### src/rtl/i2cmbe_pkg.sv
package i2cmbe_pkg;

  // Command codes carried in the op field of a command beat.
  typedef enum logic [1:0] {
    OP_START = 2'd0,
    OP_STOP  = 2'd1,
    OP_WRITE = 2'd2,
    OP_READ  = 2'd3
  } op_t;

  // Item kinds.
  localparam logic KIND_CMD  = 1'b0;
  localparam logic KIND_TICK = 1'b1;

  // Register reset and bit constants.
  localparam logic [7:0] PHASE_TICKS_RESET = 8'd60;
  localparam int unsigned MSB_BIT = 7;

  // Phase numbers of the byte commands.
  localparam logic [4:0] PH_BITS_END   = 5'd16;
  localparam logic [4:0] PH_ACK_SETUP  = 5'd17;
  localparam logic [4:0] PH_ACK_HIGH   = 5'd18;
  localparam logic [4:0] PH_TOTAL_START = 5'd3;
  localparam logic [4:0] PH_TOTAL_STOP  = 5'd2;
  localparam logic [4:0] PH_TOTAL_BYTE  = 5'd20;

  // One input beat.
  typedef struct packed {
    logic       kind;
    logic [1:0] op;
    logic [7:0] write_data;
    logic       send_ack;
    logic       sda_in;
  } item_t;

  // One result beat.
  typedef struct packed {
    logic       scl_out;
    logic       sda_out;
    logic       busy_res;
    logic       done_res;
    logic [7:0] read_data;
    logic       no_ack;
    logic       rejected;
  } res_t;

endpackage

### src/rtl/i2cmbe_core.sv
module i2cmbe_core
  import i2cmbe_pkg::*;
(
  input  logic       clk,
  input  logic       rst_n,
  input  logic       step,
  input  item_t      item,
  input  logic [7:0] phase_ticks,
  output res_t       res
);

  typedef struct packed {
    logic       scl;
    logic       sda;
    logic [7:0] shb;
  } pins_t;

  logic [4:0] phase_index_r, phase_index_nxt;
  logic [7:0] tick_count_r, tick_count_nxt;
  logic [7:0] shift_byte_r, shift_byte_nxt;
  op_t        current_op_r, current_op_nxt;
  logic       ack_choice_r, ack_choice_nxt;
  logic       scl_level_r, scl_level_nxt;
  logic       sda_level_r, sda_level_nxt;
  logic       active_r, active_nxt;
  logic       ack_missing_r, ack_missing_nxt;
  logic [7:0] read_hold_r, read_hold_nxt;

  // Pin action taken at the start of a phase.
  function automatic pins_t apply_phase(op_t op, logic [4:0] idx, logic [7:0] shb,
                                        logic ackc, logic scl, logic sda);
    pins_t p;
    p.scl = scl;
    p.sda = sda;
    p.shb = shb;
    case (op)
      OP_START: begin
        if (idx == 5'd0) begin
          p.sda = 1'b1;
          p.scl = 1'b1;
        end else if (idx == 5'd1) begin
          p.sda = 1'b0;
        end else begin
          p.scl = 1'b0;
        end
      end
      OP_STOP: begin
        if (idx == 5'd0) begin
          p.sda = 1'b0;
          p.scl = 1'b1;
        end else begin
          p.sda = 1'b1;
        end
      end
      OP_WRITE: begin
        if (idx < PH_BITS_END) begin
          if (!idx[0]) begin
            p.scl = 1'b0;
          end else begin
            p.sda = shb[MSB_BIT];
            p.shb = {shb[6:0], 1'b0};
            p.scl = 1'b1;
          end
        end else if (idx == PH_BITS_END) begin
          p.scl = 1'b0;
        end else if (idx == PH_ACK_SETUP) begin
          p.scl = 1'b0;
          p.sda = 1'b1;
        end else if (idx == PH_ACK_HIGH) begin
          p.scl = 1'b1;
        end else begin
          p.scl = 1'b0;
        end
      end
      default: begin
        if (idx == 5'd0) p.sda = 1'b1;
        if (idx < PH_BITS_END) begin
          p.scl = idx[0];
        end else if (idx == PH_BITS_END) begin
          p.scl = 1'b0;
        end else if (idx == PH_ACK_SETUP) begin
          p.sda = !ackc;
        end else if (idx == PH_ACK_HIGH) begin
          p.scl = 1'b1;
        end else begin
          p.scl = 1'b0;
        end
      end
    endcase
    return p;
  endfunction

  // Number of phases in each command.
  function automatic logic [4:0] phase_total(op_t op);
    logic [4:0] t;
    case (op)
      OP_START: t = PH_TOTAL_START;
      OP_STOP:  t = PH_TOTAL_STOP;
      default:  t = PH_TOTAL_BYTE;
    endcase
    return t;
  endfunction

  // Next state and result for the beat in the input register.
  always_comb begin
    logic [7:0] limit;
    logic [7:0] tick_inc;
    logic [4:0] ph_inc;
    logic [7:0] shb_mid;
    op_t        cmd_op;
    pins_t      p;
    phase_index_nxt = phase_index_r;
    tick_count_nxt  = tick_count_r;
    shift_byte_nxt  = shift_byte_r;
    current_op_nxt  = current_op_r;
    ack_choice_nxt  = ack_choice_r;
    scl_level_nxt   = scl_level_r;
    sda_level_nxt   = sda_level_r;
    active_nxt      = active_r;
    ack_missing_nxt = ack_missing_r;
    read_hold_nxt   = read_hold_r;
    res.done_res    = 1'b0;
    res.rejected    = 1'b0;
    limit    = (phase_ticks == 8'd0) ? 8'd1 : phase_ticks;
    tick_inc = tick_count_r + 8'd1;
    ph_inc   = phase_index_r + 5'd1;
    cmd_op   = op_t'(item.op);
    shb_mid  = shift_byte_r;
    p        = '0;

    if (item.kind == KIND_CMD) begin
      if (active_r) begin
        res.rejected = 1'b1;
      end else begin
        current_op_nxt  = cmd_op;
        phase_index_nxt = 5'd0;
        tick_count_nxt  = 8'd0;
        active_nxt      = 1'b1;
        if (cmd_op == OP_WRITE) begin
          shb_mid         = item.write_data;
          ack_missing_nxt = 1'b0;
        end else begin
          shb_mid = 8'd0;
        end
        if (cmd_op == OP_READ) ack_choice_nxt = item.send_ack;
        p = apply_phase(cmd_op, 5'd0, shb_mid, ack_choice_nxt, scl_level_r, sda_level_r);
        scl_level_nxt  = p.scl;
        sda_level_nxt  = p.sda;
        shift_byte_nxt = p.shb;
      end
    end else if (active_r) begin
      tick_count_nxt = tick_inc;
      if (tick_inc >= limit) begin
        // Phase ends: take the SDA sample, then move to the next phase.
        if (current_op_r == OP_WRITE && phase_index_r == PH_ACK_HIGH) begin
          ack_missing_nxt = item.sda_in;
        end
        if (current_op_r == OP_READ && phase_index_r < PH_BITS_END && phase_index_r[0]) begin
          shb_mid = {shift_byte_r[6:0], item.sda_in};
        end
        tick_count_nxt = 8'd0;
        shift_byte_nxt = shb_mid;
        if (ph_inc >= phase_total(current_op_r)) begin
          if (current_op_r == OP_READ) read_hold_nxt = shb_mid;
          active_nxt      = 1'b0;
          phase_index_nxt = 5'd0;
          res.done_res    = 1'b1;
        end else begin
          phase_index_nxt = ph_inc;
          p = apply_phase(current_op_r, ph_inc, shb_mid, ack_choice_r,
                          scl_level_r, sda_level_r);
          scl_level_nxt  = p.scl;
          sda_level_nxt  = p.sda;
          shift_byte_nxt = p.shb;
        end
      end
    end

    res.scl_out   = scl_level_nxt;
    res.sda_out   = sda_level_nxt;
    res.busy_res  = active_nxt;
    res.read_data = read_hold_nxt;
    res.no_ack    = ack_missing_nxt;
  end

  // State registers, updated once per processed beat.
  always_ff @(posedge clk) begin
    if (!rst_n) begin
      phase_index_r <= 5'd0;
      tick_count_r  <= 8'd0;
      shift_byte_r  <= 8'd0;
      current_op_r  <= OP_START;
      ack_choice_r  <= 1'b0;
      scl_level_r   <= 1'b1;
      sda_level_r   <= 1'b1;
      active_r      <= 1'b0;
      ack_missing_r <= 1'b0;
      read_hold_r   <= 8'd0;
    end else if (step) begin
      phase_index_r <= phase_index_nxt;
      tick_count_r  <= tick_count_nxt;
      shift_byte_r  <= shift_byte_nxt;
      current_op_r  <= current_op_nxt;
      ack_choice_r  <= ack_choice_nxt;
      scl_level_r   <= scl_level_nxt;
      sda_level_r   <= sda_level_nxt;
      active_r      <= active_nxt;
      ack_missing_r <= ack_missing_nxt;
      read_hold_r   <= read_hold_nxt;
    end
  end

  // The phase counter stays below the longest command.
  a_phase_range: assert property (@(posedge clk) disable iff (!rst_n)
    phase_index_r < PH_TOTAL_BYTE) else $error("phase index out of range");

  // An idle engine always rests at phase zero.
  a_idle_phase: assert property (@(posedge clk) disable iff (!rst_n)
    !active_r |-> phase_index_r == 5'd0) else $error("idle with nonzero phase");

  // A finished read publishes its assembled byte on the next cycle.
  a_read_hold: assert property (@(posedge clk) disable iff (!rst_n)
    step && res.done_res && current_op_r == OP_READ |=> read_hold_r == $past(shift_byte_nxt))
    else $error("read byte not captured");

endmodule

### src/rtl/i2c_master_byte_engine_unit.sv
// I2C master byte engine. Command beats start a start condition, a stop
// condition, a byte write with acknowledge check, or a byte read that ends
// with ACK or NACK; tick beats advance time and carry the sampled SDA level.
// Every pin phase lasts cfg_data ticks (0 behaves as 1, reset 60). Each input
// beat gives exactly one result beat with the pin drives and status after it.
// A beat passes an input register and a result register before its result
// appears on the output, and one beat is taken every cycle while the result
// side does not stall. A command that arrives while busy is flagged as
// rejected and otherwise ignored. Write cfg_data only while the block is
// idle.
module i2c_master_byte_engine_unit
  import i2cmbe_pkg::*;
(
  input  logic       clk,
  input  logic       rst_n,
  input  logic       cfg_valid,
  output logic       cfg_ready,
  input  logic [7:0] cfg_data,
  input  logic       in_valid,
  output logic       in_stall,
  input  logic       in_kind,
  input  logic [1:0] in_op,
  input  logic [7:0] in_write_data,
  input  logic       in_send_ack,
  input  logic       in_sda_in,
  output logic       out_valid,
  input  logic       out_stall,
  output logic       out_scl_out,
  output logic       out_sda_out,
  output logic       out_busy_res,
  output logic       out_done_res,
  output logic [7:0] out_read_data,
  output logic       out_no_ack,
  output logic       out_rejected
);

  logic [7:0] phase_ticks_r;
  logic       in_vld_r, in_vld_nxt;
  item_t      in_item_r;
  logic       out_vld_r, out_vld_nxt;
  res_t       out_res_r;
  res_t       core_res;
  logic       in_acc;
  logic       adv;

  // Configuration register write.
  assign cfg_ready = 1'b1;
  always_ff @(posedge clk) begin
    if (!rst_n) begin
      phase_ticks_r <= PHASE_TICKS_RESET;
    end else if (cfg_valid && cfg_ready) begin
      phase_ticks_r <= cfg_data;
    end
  end

  // Handshake: the held beat moves on whenever the result register is free.
  assign adv         = in_vld_r && (!out_vld_r || !out_stall);
  assign in_stall    = in_vld_r && !adv;
  assign in_acc      = in_valid && !in_stall;
  assign in_vld_nxt  = in_acc ? 1'b1 : (adv ? 1'b0 : in_vld_r);
  assign out_vld_nxt = adv ? 1'b1 : (out_stall ? out_vld_r : 1'b0);

  always_ff @(posedge clk) begin
    if (!rst_n) begin
      in_vld_r  <= 1'b0;
      out_vld_r <= 1'b0;
    end else begin
      in_vld_r  <= in_vld_nxt;
      out_vld_r <= out_vld_nxt;
    end
  end

  // Input register.
  always_ff @(posedge clk) begin
    if (in_acc) begin
      in_item_r.kind       <= in_kind;
      in_item_r.op         <= in_op;
      in_item_r.write_data <= in_write_data;
      in_item_r.send_ack   <= in_send_ack;
      in_item_r.sda_in     <= in_sda_in;
    end
  end

  i2cmbe_core u_core (
    .clk         (clk),
    .rst_n       (rst_n),
    .step        (adv),
    .item        (in_item_r),
    .phase_ticks (phase_ticks_r),
    .res         (core_res)
  );

  // Result register.
  always_ff @(posedge clk) begin
    if (adv) out_res_r <= core_res;
  end

  assign out_valid     = out_vld_r;
  assign out_scl_out   = out_res_r.scl_out;
  assign out_sda_out   = out_res_r.sda_out;
  assign out_busy_res  = out_res_r.busy_res;
  assign out_done_res  = out_res_r.done_res;
  assign out_read_data = out_res_r.read_data;
  assign out_no_ack    = out_res_r.no_ack;
  assign out_rejected  = out_res_r.rejected;

  // A finishing beat leaves the engine idle.
  a_done_idle: assert property (@(posedge clk) disable iff (!rst_n)
    out_valid && out_done_res |-> !out_busy_res) else $error("done while busy");

  // A rejected command only happens while a command is running.
  a_rej_busy: assert property (@(posedge clk) disable iff (!rst_n)
    out_valid && out_rejected |-> out_busy_res && !out_done_res)
    else $error("rejection while idle");

  // The input side is held back only when a beat is waiting in the register.
  a_stall_held: assert property (@(posedge clk) disable iff (!rst_n)
    in_stall |-> in_vld_r && out_vld_r && out_stall) else $error("spurious stall");

endmodule
### config.mk
export PLATFORM = sky130hd
export DESIGN_NAME = i2c_master_byte_engine_unit
export DESIGN_NICKNAME = d
export VERILOG_FILES = /design/src/rtl/i2cmbe_pkg.sv /design/src/rtl/i2cmbe_core.sv /design/src/rtl/i2c_master_byte_engine_unit.sv
export SDC_FILE = /design/constraint.sdc
export NUM_CORES = 1
export LEC_CHECK = 0
export ABC_AREA = 1
export BUFFER_PORTS_ARGS = -buffer_cell sky130_fd_sc_hd__clkbuf_2
export CAP_MARGIN = 10
export CORE_UTILIZATION = 30
export CTS_BUF_LIST = sky130_fd_sc_hd__clkbuf_16
export DETAILED_ROUTE_END_ITERATION = 8
export GPL_ROUTABILITY_DRIVEN = 0
export GPL_TIMING_DRIVEN = 1
export PLACE_DENSITY = 0.42
export SLEW_MARGIN = 10
export SYNTH_ARGS = -nofsm -noshare
export SYNTH_HDL_FRONTEND = slang
export SYNTH_SLANG_ARGS = --single-unit
### constraint.sdc
create_clock -name clk -period 7.5 [get_ports clk]
set_input_delay 0.75 -clock clk [delete_from_list [all_inputs] [get_ports clk]]
set_output_delay 0.75 -clock clk [all_outputs]
set_load 0.05 [all_outputs]
Word-level counts from Yosys, hierarchy flattened
Index checks and enable logic that the tools add are counted.
- bits in registers: 73
- memories: 0
- word-level logic and storage cells: 146
- bits of input ports: 26
- ROM bits: 0
- bits in latches: 0
- RAM bits: 0
- output and inout bits: 17
- $add $sub $neg: 2
- bitwise operators: 2
- magnitude comparators: 4
- muxes and demuxes: 76
- equality and inequality tests: 15
- multiply operators: 0
- shift-type cells: 0
- divide/modulo/power cells: 0
- reductions and logical operators: 22
- operator list (cell ; count):
    2-to-1 mux 8 bit ; 19
    2-to-1 mux 1 bit ; 43
    2-to-1 mux 5 bit ; 8
    equality test 5 bit (second input constant) ; 4
    one-hot mux 2 bit (3 select lines) ; 2
    < comparator 5 bit (second input constant) ; 2
    one-hot mux 5 bit (2 select lines) ; 1
    2-to-1 mux 9 bit ; 1
    AND reduction 3 bit ; 3
    adder 8 x 1 -> 8 bit (second input constant) ; 1
    equality test 2 bit (second input constant) ; 4
    greater-or-equal comparator 8 bit ; 1
    zero test 8 bit ; 1
    AND reduction 4 bit ; 2
    logical AND 1 bit ; 6
    adder 5 x 1 -> 5 bit (second input constant) ; 1
    equality test 5 x 1 -> 1 bit (second input constant) ; 1
    greater-or-equal comparator 5 bit ; 1
    zero test 1 bit ; 5
    zero test 5 bit ; 1
    equality test 2 x 1 -> 1 bit (second input constant) ; 2
    zero test 2 bit ; 2
    2-to-1 mux 2 bit ; 2
    inequality test 2 x 1 -> 1 bit (second input constant) ; 2
    other kinds (4) ; 6

Logic depth before layout (Yosys ltp)
- depth in word-level cells: 11
- depth in mapped cells: 17
- depth with buffers taken out: 17

By module
Synthesis repeated with hierarchy kept, for this count alone.
- cell total of the unflattened synthesis: 509
- area total of the unflattened synthesis: 3952.5 um^2
- by module, submodules not included (module ; area an instance (um^2) ; cells each ; times used ; seq. area each (um^2)):
    i2cmbe_core ; 2753.9 ; 432 ; 1 ; 720.7
    i2c_master_byte_engine_unit ; 1198.6 ; 77 ; 1 ; 1011.0

Least setup slack after synthesis
No wires, ideal clock.
- path type: register -> register
- from: register u_core.tick_count_r[0]
- to: register out_res_r, in the netlist out_read_data[7], data pin
- slack: 5.056 ns
- buffers on the path: 0
- data required time: 7.244 ns
- arrival: 2.188 ns
- clock period less this slack: 2.444 ns
- setup time: 0.256 ns
- cell stages (with the launch flop): 15
- cell sequence: dfxtp_1 -> nand3_1 -> nand3b_1 -> nand3b_1 -> xnor2_1 -> ha_1 -> nand2_1 -> nor2_1 -> nand4_1 -> nand3_2 -> nand3_4 -> nor2_8 -> nand2_4 -> nand2_1 -> nand2_1
- RTL lines (element ; RTL line ; text):
    start: declaration ; i2cmbe_core.sv:19 ; logic [7:0] tick_count_r, tick_count_nxt;
    start signal: assignment ; i2cmbe_core.sv:201 ; tick_count_r <= tick_count_nxt;
    end signal: assignment ; i2c_master_byte_engine_unit.sv:95 ; if (adv) out_res_r <= core_res;
    end: declaration ; i2c_master_byte_engine_unit.sv:41 ; res_t out_res_r;

Worst setup path after layout
- from: register in_item_r[12] in the netlist's numbering
- to: register u_core.phase_index_r[4]
- word-level cells in the longest chain between the ends: 2
- elaborated cells between the ends (all ways): 4
- those cells by class: eq/ne: 2; mux: 1; reduce/logical: 1
- RTL lines (element ; RTL line ; text):
    start: declaration ; i2c_master_byte_engine_unit.sv:39 ; item_t in_item_r;
    inequality test 2 x 1 -> 1 bit (no line) / inequality test 2 bit (equally long branches) ; - ;
    AND reduction 4 bit (no line) ; - ;
    end signal: assignment ; i2cmbe_core.sv:200 ; phase_index_r <= phase_index_nxt;
    end: declaration ; i2cmbe_core.sv:18 ; logic [4:0] phase_index_r, phase_index_nxt;
Parallel ways exist; a longest one is shown, timed or not.
A chain may end at the register's enable or synchronous reset.

==> results.py <==
metrics = {
    "synthesis": {
        "syn_nets": 557,
        "synth_area_mm2": 0.00396,
        "synth_cells": 511,
        "yosysUniqueCellTypes": 38,
        "syn_avg_cell_area_um2": 7.76,
        "ys_ff_latch": 73,
        "yosysWarningCount": 0,
        "ys_seq_area_frac": 0.437,
    },
    "setup_path": {
        "r2r_start": "in_item_r[12]",
        "crit_fanout": 16,
        "cp-startpoint": "in_item_r[12]",
        "r2r_setup_slack_ps": 4230,
        "critPathRequiredTime_ps": 7690,
        "rr_worst_depth": 8,
        "cp-start-kind": "flop",
        "end_kind": "flop",
        "criticalPathCategory": "flop to flop",
        "cp.arrival_ps": 3450,
        "rr_endpoint": "u_core.phase_index_r[4]",
        "setup.worst_path.end": "u_core.phase_index_r[4]",
    },
    "global_routing": {
        "grt_overflow": 0,
        "grt_antenna_before_repair": 0,
        "grt_pass1_vias": 3177,
        "grt_pass1_wl_um": 15800,
        "grt_max_degree": 36,
        "grt_usage": 0.154,
    },
    "place": {
        "dp_cells": 709,
        "hpwl_um": 6810,
        "port_buffers": 41,
    },
    "timing": {
        "worst_pin_slew_ps": 1160,
        "skew_ps": 11.3,
        "finalSetupTns_ps": 0,
        "hold_violations": 0,
        "slew-limit-headroom": 0.223,
        "timing.hold.ws_ps": 455,
        "fin_crit_ps": 3270,
        "setup_viol_count_final": 0,
        "fmax_mhz": 306,
        "post-route-period-util": 0.435,
        "slew_violations": 0,
        "rsz0062_at_grt": "false",
    },
    "pwr": {
        "swShare": 0.272,
        "power_frac_seq": 0.437,
        "irDropWorstVdd_uv": 77.1,
        "switchingPower_uw": 281,
        "p_int_uw": 752,
        "comb_power_share": 0.131,
        "finalPower_mw": 1.03,
        "leakagePower_nw": 2.25,
        "clkPwrFrac": 0.432,
        "power_density_mw_per_mm2": 224,
    },
    "cts": {
        "cts_setup_buffers": 0,
        "cts_hold_buf": 0,
        "cts_buffers": 9,
        "clk_pin_slew_ps": 60,
        "cts.sinks": 73,
        "clock_latency_ps": 340,
        "clock_path_buffers": 2,
        "cts_tree": "built",
        "htreeDepth": 3,
        "cts_resized": 0,
        "cts-root-buf": "clkbuf_16",
    },
    "floorplanning": {
        "ioPinCount": 43,
        "start_util": 0.310,
        "fp.dieArea_mm2": 0.0137,
        "rows": 41,
        "die-width_um": 117,
        "core_region_area_mm2": 0.0128,
        "die_h_um": 117,
    },
    "routing": {
        "route.met2.wl_um": 4140,
        "drt_pass1_iterations": 4,
        "ant_nets": 0,
        "wl_per_cell_um": 13.0,
        "drc": 0,
        "wl_met3_um": 518,
        "drt-initial-drc-count": 202,
        "viasPerCell": 4.55,
        "vias": 3298,
        "top_layer_used": "met4",
        "wl_um": 9460,
        "wl_met1_um": 4660,
    },
    "finish": {
        "antenna_cells": 0,
        "multi_input_area_mm2": 0.00186,
        "drive_above_1_share": 0.130,
        "syn_to_final_growth_pct": 16.4,
        "nNetsFinal": 594,
        "ff_latch_area_mm2": 0.00173,
        "layout_common_cells": "nand2_1, inv_1, dfxtp_1",
        "layout_commonest_cell": "nand2_1",
        "final_cells": 725,
        "n_fill_cell": 1339,
    },
    "outcome": {
        "status": "completed",
    },
    "min_path": {
        "hp-class": "flop to flop",
    },
    "run": {
        "maxCapViolations": 0,
    },
}
final cells by class:
type / count / area share
clock buffers: 10 / 0.0543
well taps: 172 / 0.0467
flip-flops and latches: 73 / 0.375
inverters: 76 / 0.0621
repair buffers: 41 / 0.0445
multi-input cells: 347 / 0.404
clock inverters: 6 / 0.0128
power by group through the flow:
stage,Sequential [mW],Clock (mW),Combinational [mW]
floorplan,0.469,0,0.0902
global placement,0.460,0,0.136
detailed placement,0.460,0,0.136
CTS,0.452,0.459,0.137
global route,0.454,0.475,0.156
finish,0.452,0.446,0.135
sequential cells by signal, indices dropped and copies added, names as in the netlist, 2 cells and up:
name	cells
u_core.phase_index_r	5
u_core.read_hold_r	8
u_core.shift_byte_r	8
phase_ticks_r	8
u_core.current_op_r	2
in_item_r	13
out_read_data	8
u_core.tick_count_r	8
layer usage:
metal / up-vias / global-route usage
met3: 10 / 0.0304
met5: - / 0
met1: 1464 / 0.209
met4: 0 / 0.0684
li1: 1751 / -
met2: 73 / 0.238
how the worst min path moves through the flow:
| stage | end | depth (start not counted) | start | slack [ps] |
|---|---|---|---|---|
| global route | u_core.ack_choice_r | 2 | u_core.ack_choice_r | 490 |
| finish | u_core.ack_choice_r | 2 | u_core.ack_choice_r | 460 |
| CTS | u_core.ack_choice_r | 2 | u_core.ack_choice_r | 460 |
| floorplan | u_core.ack_choice_r | 2 | u_core.ack_choice_r | 420 |
| global placement | u_core.ack_choice_r | 2 | u_core.ack_choice_r | 440 |
| detailed placement | u_core.ack_choice_r | 2 | u_core.ack_choice_r | 450 |
worst max-delay path, cell delays in order, from the launching register on:
cell and delay, ps:
edfxtp_1 810, clkinv_1 580, ha_1 380, a211oi_1 250, nand2_1 320, inv_1 460
o21ai_0 150, o21ai_0 100, nor2_1 50
cells in the mapped netlist:
cell / number / share of area
buf_4: 2 / 0.0038
nor4_1: 2 / 0.0032
conb_1: 1 / 0.00095
o21ai_0: 32 / 0.040
o211ai_1: 2 / 0.0038
buf_2: 2 / 0.0025
nand3b_1: 10 / 0.019
dfxtp_1: 46 / 0.23
nor3_4: 1 / 0.0041
inv_2: 2 / 0.0019
nor2_8: 1 / 0.0051
nand4_1: 10 / 0.016
nand3_4: 1 / 0.0044
clkinv_2: 1 / 0.0013
ha_1: 20 / 0.063
nand3_2: 2 / 0.0051
nor2_4: 1 / 0.0028
nand2_1: 121 / 0.11
a22oi_1: 5 / 0.0095
xor2_1: 4 / 0.0088
nand2_2: 6 / 0.0095
o211a_1: 1 / 0.0025
xnor2_1: 3 / 0.0066
nand2_4: 1 / 0.0028
o21a_1: 1 / 0.0019
nand3_1: 37 / 0.047
a211oi_1: 2 / 0.0038
edfxtp_1: 27 / 0.20
o21bai_2: 1 / 0.0028
a41o_1: 1 / 0.0025
nor2_1: 42 / 0.040
nor2_2: 1 / 0.0016
clkbuf_1: 9 / 0.0085
mux2i_1: 1 / 0.0025
a21oi_1: 37 / 0.047
clkinv_1: 1 / 0.00095
inv_1: 72 / 0.068
buf_6: 2 / 0.0057
stage by stage:
step	cell area (µm²)	setup WS (ps)	util
after global placement	4300	4080	0.337
after detailed placement	4300	3970	0.337
final	4610	4230	0.361
after floorplan	3960	5060	-
after global routing	4610	3920	0.361
after CTS	4610	4210	0.361
kinds of logic (layout without fill, tap and decap cells):
group,count (synthesis),after routing,share of synthesized area
and+or+nand+nor,236,236,0.274
muxes,1,1,0.00253
buffers and inverters,91,133,0.0928
other,1,1,0.000946
adders and majority gates,20,20,0.0631
xor gates and xnor gates,7,7,0.0155
AOI/OAI and AO/OA,82,82,0.114
DFF,73,73,0.437
No activity file was read; power rests on OpenSTA's default activity.
